[config.mk]
export PLATFORM = sky130hd
export DESIGN_NAME = rgb_to_hsi_converter
export DESIGN_NICKNAME = d
export VERILOG_FILES = /design/src/rtl/core/rgbhsi_pkg.sv /design/src/rtl/core/rgb_to_hsi_converter.sv /design/src/rtl/core/rgbhsi_front.sv /design/src/rtl/core/rgbhsi_fifo.sv /design/src/rtl/core/rgbhsi_back.sv
export SDC_FILE = /design/constraint.sdc
export NUM_CORES = 2
export LEC_CHECK = 0
export ABC_AREA = 1
export BUFFER_PORTS_ARGS = -buffer_cell sky130_fd_sc_hd__buf_4
export CORE_ASPECT_RATIO = 1.1
export CORE_UTILIZATION = 58
export DETAILED_ROUTE_END_ITERATION = 8
export GPL_ROUTABILITY_DRIVEN = 1
export PLACE_DENSITY_LB_ADDON = 0.12
export SLEW_MARGIN = 40
export SYNTH_ARGS = -nofsm -noshare
export SYNTH_HDL_FRONTEND = slang
export SYNTH_HIERARCHICAL = 1
export SYNTH_SLANG_ARGS = --single-unit
[constraint.sdc]
create_clock -name clk_i -period 8.4 [get_ports clk_i]
set_input_delay 0.42 -clock clk_i [delete_from_list [all_inputs] [get_ports clk_i]]
set_output_delay 0.42 -clock clk_i [all_outputs]
set_load 0.01 [all_outputs]
[src/rtl/core/rgbhsi_pkg.sv]
`default_nettype none
package rgbhsi_pkg;

  localparam int unsigned FracBitsDefault = 16;
  localparam int unsigned QueueDepthDefault = 4;
  localparam int unsigned SumW = 10;
  localparam int unsigned ChanW = 8;

  // Hue sector of the largest channel, red tested first.
  typedef enum logic [1:0] {
    SectorRed   = 2'd0,
    SectorGreen = 2'd1,
    SectorBlue  = 2'd2,
    SectorGrey  = 2'd3
  } sector_e;

  // Classified pixel passed from the front part to the back part.
  typedef struct packed {
    logic [SumW-1:0]  sum;
    logic [SumW-1:0]  sat_num;
    logic [ChanW-1:0] span;
    logic [SumW:0]    hue_num;
    sector_e          sector;
  } class_t;

  // Shared restoring division step: one quotient bit.
  typedef struct packed {
    logic [SumW+1:0] rem;
    logic            bit_q;
  } div_step_t;

  function automatic div_step_t div_step(input logic [SumW+1:0] rem_in,
                                         input logic [SumW+1:0] den);
    div_step_t res;
    logic [SumW+2:0] shifted;
    shifted = {rem_in, 1'b0};
    if (shifted >= {1'b0, den}) begin
      res.rem = (SumW+2)'(shifted - {1'b0, den});
      res.bit_q = 1'b1;
    end else begin
      res.rem = shifted[SumW+1:0];
      res.bit_q = 1'b0;
    end
    return res;
  endfunction

endpackage
`default_nettype wire

[src/rtl/core/rgb_to_hsi_converter.sv]
// RGB to HSI pixel converter.
// Input side is a queue: drive rgb_word_i and raise push; the item is
// taken on a clock edge where push is high and full is low.
// Output side is a queue: while empty is low the oldest result sits on
// hue_fraction_o, saturation_fraction_o and intensity_fraction_o; it is
// taken on an edge where pop is high.
// A combinational front part finds min, max, sum and the hue sector and
// writes a short queue; the back part runs FRAC_BITS+1 pipelined
// long-division stages, one quotient bit of hue and saturation per stage,
// while intensity comes from a reciprocal multiplication in the first stage.
// Throughput is one item per cycle while pop keeps up.
// If pop stays low the division pipeline fills, then the queue, then
// full rises; no item is lost or repeated.
// Reset empties the queue and the pipeline; full and empty read as
// not full and empty right after reset.
`default_nettype none
module rgb_to_hsi_converter #(
  parameter int unsigned FRAC_BITS = rgbhsi_pkg::FracBitsDefault,
  parameter int unsigned QueueDepth = rgbhsi_pkg::QueueDepthDefault
) (
  input  wire logic                 clk_i,
  input  wire logic                 rst_ni,
  input  wire logic                 push,
  output logic                      full,
  input  wire logic [23:0]          rgb_word_i,
  output logic                      empty,
  input  wire logic                 pop,
  output logic [FRAC_BITS-1:0]      hue_fraction_o,
  output logic [FRAC_BITS:0]        saturation_fraction_o,
  output logic [FRAC_BITS:0]        intensity_fraction_o
);
  import rgbhsi_pkg::*;

  class_t cls_in, cls_out;
  logic q_empty, back_ready, out_valid;

  rgbhsi_front u_front (
    .rgb_word_i (rgb_word_i),
    .cls_o      (cls_in)
  );

  rgbhsi_fifo #(
    .Width ($bits(class_t)),
    .Depth (QueueDepth)
  ) u_queue (
    .clk_i   (clk_i),
    .rst_ni  (rst_ni),
    .push_i  (push),
    .data_i  (cls_in),
    .full_o  (full),
    .pop_i   (back_ready),
    .empty_o (q_empty),
    .data_o  (cls_out)
  );

  rgbhsi_back #(
    .FracBits (FRAC_BITS)
  ) u_back (
    .clk_i       (clk_i),
    .rst_ni      (rst_ni),
    .in_valid_i  (!q_empty),
    .cls_i       (cls_out),
    .in_ready_o  (back_ready),
    .out_valid_o (out_valid),
    .out_ready_i (pop),
    .hue_o       (hue_fraction_o),
    .sat_o       (saturation_fraction_o),
    .inten_o     (intensity_fraction_o)
  );

  assign empty = !out_valid;

  a_sat_range: assert property (@(posedge clk_i) disable iff (!rst_ni)
    !empty |-> saturation_fraction_o <= (FRAC_BITS+1)'(1 << FRAC_BITS))
    else $error("saturation above one");
  a_int_range: assert property (@(posedge clk_i) disable iff (!rst_ni)
    !empty |-> intensity_fraction_o <= (FRAC_BITS+1)'(1 << FRAC_BITS))
    else $error("intensity above one");
  a_hold: assert property (@(posedge clk_i) disable iff (!rst_ni)
    (!empty && !pop) |=> (!empty && $stable(hue_fraction_o)))
    else $error("result changed while stalled");

endmodule
`default_nettype wire

[src/rtl/core/rgbhsi_front.sv]
`default_nettype none
module rgbhsi_front (
  input  wire logic [23:0]            rgb_word_i,
  output rgbhsi_pkg::class_t          cls_o
);
  import rgbhsi_pkg::*;

  logic [ChanW-1:0] r, g, b, hi, lo;
  logic [SumW:0] num;
  logic [SumW:0] six_span;

  always_comb begin
    r = rgb_word_i[23:16];
    g = rgb_word_i[15:8];
    b = rgb_word_i[7:0];
    lo = (r < g) ? ((b < r) ? b : r) : ((b < g) ? b : g);
    hi = (r > g) ? ((b > r) ? b : r) : ((b > g) ? b : g);
    cls_o.sum = SumW'(r) + SumW'(g) + SumW'(b);
    cls_o.sat_num = cls_o.sum - SumW'(3 * lo);
    cls_o.span = hi - lo;
    six_span = (SumW+1)'(cls_o.span) * (SumW+1)'(6);
    // Numerator over 6*span, offset by 2*span per sector and wrapped.
    if (cls_o.span == '0) begin
      cls_o.sector = SectorGrey;
      num = '0;
    end else if (hi == r) begin
      cls_o.sector = SectorRed;
      num = (SumW+1)'(g) - (SumW+1)'(b);
      if (g < b) num = num + six_span;
    end else if (hi == g) begin
      cls_o.sector = SectorGreen;
      num = (SumW+1)'(b) - (SumW+1)'(r) + ((SumW+1)'(cls_o.span) << 1);
    end else begin
      cls_o.sector = SectorBlue;
      num = (SumW+1)'(r) - (SumW+1)'(g) + ((SumW+1)'(cls_o.span) << 2);
    end
    cls_o.hue_num = num;
  end
endmodule
`default_nettype wire

[src/rtl/core/rgbhsi_fifo.sv]
`default_nettype none
module rgbhsi_fifo #(
  parameter int unsigned Width = 8,
  parameter int unsigned Depth = 4
) (
  input  wire logic             clk_i,
  input  wire logic             rst_ni,
  input  wire logic             push_i,
  input  wire logic [Width-1:0] data_i,
  output logic                  full_o,
  input  wire logic             pop_i,
  output logic                  empty_o,
  output logic [Width-1:0]      data_o
);
  localparam int unsigned AW = (Depth > 1) ? $clog2(Depth) : 1;

  logic [Width-1:0] mem_q [Depth];
  logic [AW-1:0] wr_q, rd_q;
  logic [AW:0] cnt_q;
  logic do_push, do_pop;

  assign full_o = (cnt_q == (AW+1)'(Depth));
  assign empty_o = (cnt_q == '0);
  assign do_push = push_i && !full_o;
  assign do_pop = pop_i && !empty_o;
  assign data_o = mem_q[rd_q];

  always_ff @(posedge clk_i) begin
    if (do_push) mem_q[wr_q] <= data_i;
  end

  always_ff @(posedge clk_i or negedge rst_ni) begin
    if (!rst_ni) begin
      wr_q <= '0;
      rd_q <= '0;
      cnt_q <= '0;
    end else begin
      if (do_push) wr_q <= (wr_q == AW'(Depth - 1)) ? '0 : wr_q + 1'b1;
      if (do_pop) rd_q <= (rd_q == AW'(Depth - 1)) ? '0 : rd_q + 1'b1;
      cnt_q <= cnt_q + (AW+1)'(do_push) - (AW+1)'(do_pop);
    end
  end
endmodule
`default_nettype wire

[src/rtl/core/rgbhsi_back.sv]
`default_nettype none
module rgbhsi_back #(
  parameter int unsigned FracBits = rgbhsi_pkg::FracBitsDefault
) (
  input  wire logic                 clk_i,
  input  wire logic                 rst_ni,
  input  wire logic                 in_valid_i,
  input  rgbhsi_pkg::class_t        cls_i,
  output logic                      in_ready_o,
  output logic                      out_valid_o,
  input  wire logic                 out_ready_i,
  output logic [FracBits-1:0]       hue_o,
  output logic [FracBits:0]         sat_o,
  output logic [FracBits:0]         inten_o
);
  import rgbhsi_pkg::*;

  // Pipeline of FracBits+1 long-division stages; each stage yields one
  // quotient bit of hue and saturation (integer bit first). Intensity is
  // a reciprocal multiplication in the first stage and rides along.
  localparam int unsigned Stages = FracBits + 1;
  localparam int unsigned RemW = SumW + 2;
  localparam int unsigned RecipShift = 20;
  localparam int unsigned MulW = FracBits + 12;
  localparam longint unsigned IntenDen = 765;
  // With a 20-bit shift the rounding excess stays below 1/765 for any sum
  // up to 765, so the truncated product equals the exact floor.
  localparam longint unsigned InvMul =
      ((64'd1 << (FracBits + RecipShift)) + IntenDen - 64'd1) / IntenDen;
  localparam logic [MulW-1:0] InvMulQ = MulW'(InvMul);

  typedef struct packed {
    logic [RemW-1:0] rem_h, rem_s;
    logic [RemW-1:0] den_h, den_s;
    logic [FracBits:0] q_h, q_s, q_i;
    logic zero_h, zero_s;
  } lane_t;

  lane_t st_q [Stages];
  lane_t st_d [Stages];
  logic [Stages-1:0] vld_q;
  logic [Stages-1:0] adv;
  logic [SumW+MulW-1:0] inten_prod;
  lane_t head;

  // The whole numerator against the divisor gives the integer bit.
  function automatic div_step_t first_step(input logic [RemW-1:0] num,
                                           input logic [RemW-1:0] den);
    div_step_t res;
    if (num >= den) begin
      res.rem = num - den;
      res.bit_q = 1'b1;
    end else begin
      res.rem = num;
      res.bit_q = 1'b0;
    end
    return res;
  endfunction

  always_comb begin
    div_step_t sh, ss;
    inten_prod = {{MulW{1'b0}}, cls_i.sum} * {{SumW{1'b0}}, InvMulQ};
    head.den_h = RemW'(cls_i.span) * RemW'(6);
    head.den_s = RemW'(cls_i.sum);
    sh = first_step(RemW'(cls_i.hue_num), head.den_h);
    ss = first_step(RemW'(cls_i.sat_num), head.den_s);
    head.rem_h = sh.rem;
    head.rem_s = ss.rem;
    head.q_h = (FracBits+1)'(sh.bit_q);
    head.q_s = (FracBits+1)'(ss.bit_q);
    head.q_i = inten_prod[FracBits+RecipShift -: FracBits+1];
    head.zero_h = (cls_i.sector == SectorGrey);
    head.zero_s = (cls_i.sum == '0);
  end

  always_comb begin
    div_step_t sh, ss;
    st_d[0] = head;
    for (int k = 1; k < Stages; k++) begin
      sh = div_step(st_q[k-1].rem_h, st_q[k-1].den_h);
      ss = div_step(st_q[k-1].rem_s, st_q[k-1].den_s);
      st_d[k] = st_q[k-1];
      st_d[k].rem_h = sh.rem;
      st_d[k].rem_s = ss.rem;
      st_d[k].q_h = {st_q[k-1].q_h[FracBits-1:0], sh.bit_q};
      st_d[k].q_s = {st_q[k-1].q_s[FracBits-1:0], ss.bit_q};
    end
  end

  // Stall-aware pipeline: a stage advances when the next one is free.
  always_comb begin
    adv[Stages-1] = !vld_q[Stages-1] || out_ready_i;
    for (int k = Stages - 2; k >= 0; k--) begin
      adv[k] = !vld_q[k] || adv[k+1];
    end
  end

  assign in_ready_o = adv[0];
  assign out_valid_o = vld_q[Stages-1];
  assign hue_o = st_q[Stages-1].zero_h ? '0 : st_q[Stages-1].q_h[FracBits-1:0];
  assign sat_o = st_q[Stages-1].zero_s ? '0 : st_q[Stages-1].q_s;
  assign inten_o = st_q[Stages-1].q_i;

  always_ff @(posedge clk_i) begin
    for (int k = 0; k < Stages; k++) begin
      if (adv[k]) st_q[k] <= st_d[k];
    end
  end

  always_ff @(posedge clk_i or negedge rst_ni) begin
    if (!rst_ni) begin
      vld_q <= '0;
    end else begin
      if (adv[0]) vld_q[0] <= in_valid_i;
      for (int k = 1; k < Stages; k++) begin
        if (adv[k]) vld_q[k] <= vld_q[k-1];
      end
    end
  end
endmodule
`default_nettype wire

==> summary.txt <==
Max Clock Freq - 0.155 GHz
Sequential cell area - 44600 µm²
1st-iter DRT viols - 2291
Sequential fraction of the synthesis area - 58.2%
Rows - 139
Final Slew Violations - 0
Ys flop type - edfxtp_1
WL final - 146000 µm
Vias - 46200
Vias in the first global route - 46600
Clk slew on worst S/H paths - 60 ps
Initial Utilization - 58.5%
Crit Path Max Fanout - 26
DRC - 0
Setup TNS - 0 ps
Hold Path Class - in2async
Core box area - 131000 µm²
Critical path type - in2reg
Startpoint types - input port
Mapped cell area - 76500 µm²
Final ANT Viol Nets - 0
DIE WIDTH - 348 µm
Synth area leaders - edfxtp_1 57%, ha_1 8.8%, inv_1 5.1%
Global-route wire length before repair - 235000 µm
Post-synth top area cell - edfxtp_1
Top cell family by delay on the critical path - simple AND/OR/NAND/NOR gates
Synthesized instance count - 6697
Commonest non-fill, non-tap cell in the layout - edfxtp_1
Drt via density - 5.29
Final net count - 7520
Worst Skew - 42.1 ps
TritonCTS buffer count - 150
Crit path largest cell delay - 510 ps
RSZ-0062 raised after global routing - false
Yosys warns - 6
Layout area overhead - 9.72%
CTS sink cnt - 1488
IO Count - 80
Least-Margin Pin Slew - 825 ps
Port-buffer cells - 79
WP buf/inv - 7
Post-Layout Cell Count - 8738
Root Buffer - clkbuf_16
Share of cells above drive strength 1 - 9.78%
GRT overflow - 0
Final core utilization - 64.2%
Htree depth - 4
Drt wl/cell - 16.7 µm
Asr flop ratio synth - 1.61%
Crit-path most repeated cell - nand2_1
GP Congestion - 0.904
Die area - 133000 µm²
Synth cell types - 70
Slowest cell on the critical path - nand2_1
Router iterations before antenna repair - 6
Initial antenna violation count - 3
CP endpoint kind - flop
CTS tree - built
Final Hold Fails - 0
Die height - 383 µm
Largest net degree at the start of global routing - 76
Syn Nets - 7360
Synth top area share - 57.4%
Ant. Diodes - 0
Worst slew margin - 44.9%
Multi-input logic area - 27200 µm²
# setup viols final - 0
CTS resizes - 0
Clk_lat worst skew - 770 ps
Detailed Place HPWL - 110000 µm
Maximum root-to-sink buffer count - 3
Max_cap viols - 0
Fin crit share - 76.7%
Avg Synthesized Cell Area - 11.4 µm²
Number of flops mapped to enable cells by yosys - 1464
Filler instances - 10100
Worst EP arrival - 6920 ps
Outcome - finished clean
Critical path required time - 8870 ps
Most frequent cells in the layout - 1464 x edfxtp_1, 1032 x inv_1, 1016 x nand2_1
Tmin final - 6440 ps
Flops & latches, synth - 1488
DP Cell Count - 8458
GRT Util Overall - 22.2%
cell families (layout without fill, tap and decap cells):
group | after synthesis | in the layout | synth area share [%]
AOI/OAI and AO/OA | 1144 | 1144 | 9.24
xor gates and xnor gates | 332 | 332 | 3.84
adders and majority gates | 635 | 635 | 11.4
buffers and inverters | 1172 | 1451 | 6.41
DFF | 1488 | 1488 | 58.2
muxes | 2 | 2 | 0.0278
and+or+nand+nor | 1924 | 1924 | 10.9
sequential cells by signal, summed over array words and instances, names as in the netlist:
signal,cells
u_queue/wr_q,2
u_back/st_q,1300
u_queue/cnt_q,3
u_queue/mem_q,164
u_queue/rd_q,2
u_back/vld_q,17
per-stage QoR:
step / worst slack [ps] / cell area (µm²) / hold WS, ps
after global placement: 1240 / 78700 / 365
after detailed placement: 1230 / 78800 / 369
after global routing: 1300 / 84000 / 115
after floorplan: 592 / 76600 / 124
final: 1960 / 84000 / 113
after CTS: 2010 / 83900 / 59.4
final cells by class:
cell class | instances | share of cell area [%]
inverters | 1060 | 4.76
repair buffers | 120 | 1.11
clock buffers | 179 | 4.65
clock inverters | 92 | 1.42
flip-flops and latches | 1488 | 53.1
well taps | 1762 | 2.62
multi-input cells | 4037 | 32.4
Yosys cell counts, drive strengths merged (4+ instances only):
| master | number |
|---|---|
| edfxtp | 1464 |
| nand2 | 1086 |
| inv | 1058 |
| ha | 536 |
| a21oi | 471 |
| nor2 | 429 |
| o21ai | 394 |
| nand3 | 213 |
| xor2 | 204 |
| xnor2 | 128 |
| buf | 104 |
| fa | 99 |
| o211ai | 94 |
| nand4 | 66 |
| or2 | 48 |
| nor3 | 46 |
| o21a | 31 |
| a21o | 25 |
| dfrtp | 24 |
| o21bai | 23 |
| o31ai | 19 |
| a211oi | 17 |
| a21boi | 17 |
| nor4 | 17 |
| nand3b | 13 |
| o2111ai | 12 |
| a31oi | 10 |
| a221oi | 9 |
| clkbuf | 8 |
| o41ai | 8 |
| a41o | 4 |
layer usage:
metal	up-vias	share of wire, %	GRT usage, %
met3	248	3.2	3.04
met5	-	0.033	0
met2	768	52	41.0
met4	6	2.6	6.99
met1	21900	42	26.6
li1	23300	-	-
final timing paths:
path	to	startpoint	cells after the start	slack, ps
worst min-delay path	u_back/vld_q[16]$_DFFE_PN0P_	rst_ni	2	110
worst min register to register	u_back/st_q[0][1075]$_DFFE_PP_	u_back/st_q[0][974]$_DFFE_PP_	0	400
max in group asynchronous	u_queue/rd_q[0]$_DFFE_PN0P_	rst_ni	2	7930
min in group clk_i	u_queue/mem_q[1][31]$_DFFE_PP_	rgb_word_i[8]	2	210
worst max register to register	u_back/st_q[0][15]$_DFFE_PP_	u_queue/rd_q[1]$_DFFE_PN0P_	19	2390
worst max-delay path	u_queue/mem_q[1][12]$_DFFE_PP_	rgb_word_i[4]	38	1960
repair_timing:
item,4_1_cts,5_1_grt
buffers inserted,0,0
hold endpoints to repair,26,0
hold buffers,2,0
Power is left out: the tool's default activity adds up to more than one toggle a clock period on the data nets, which glitch-free logic cannot reach.
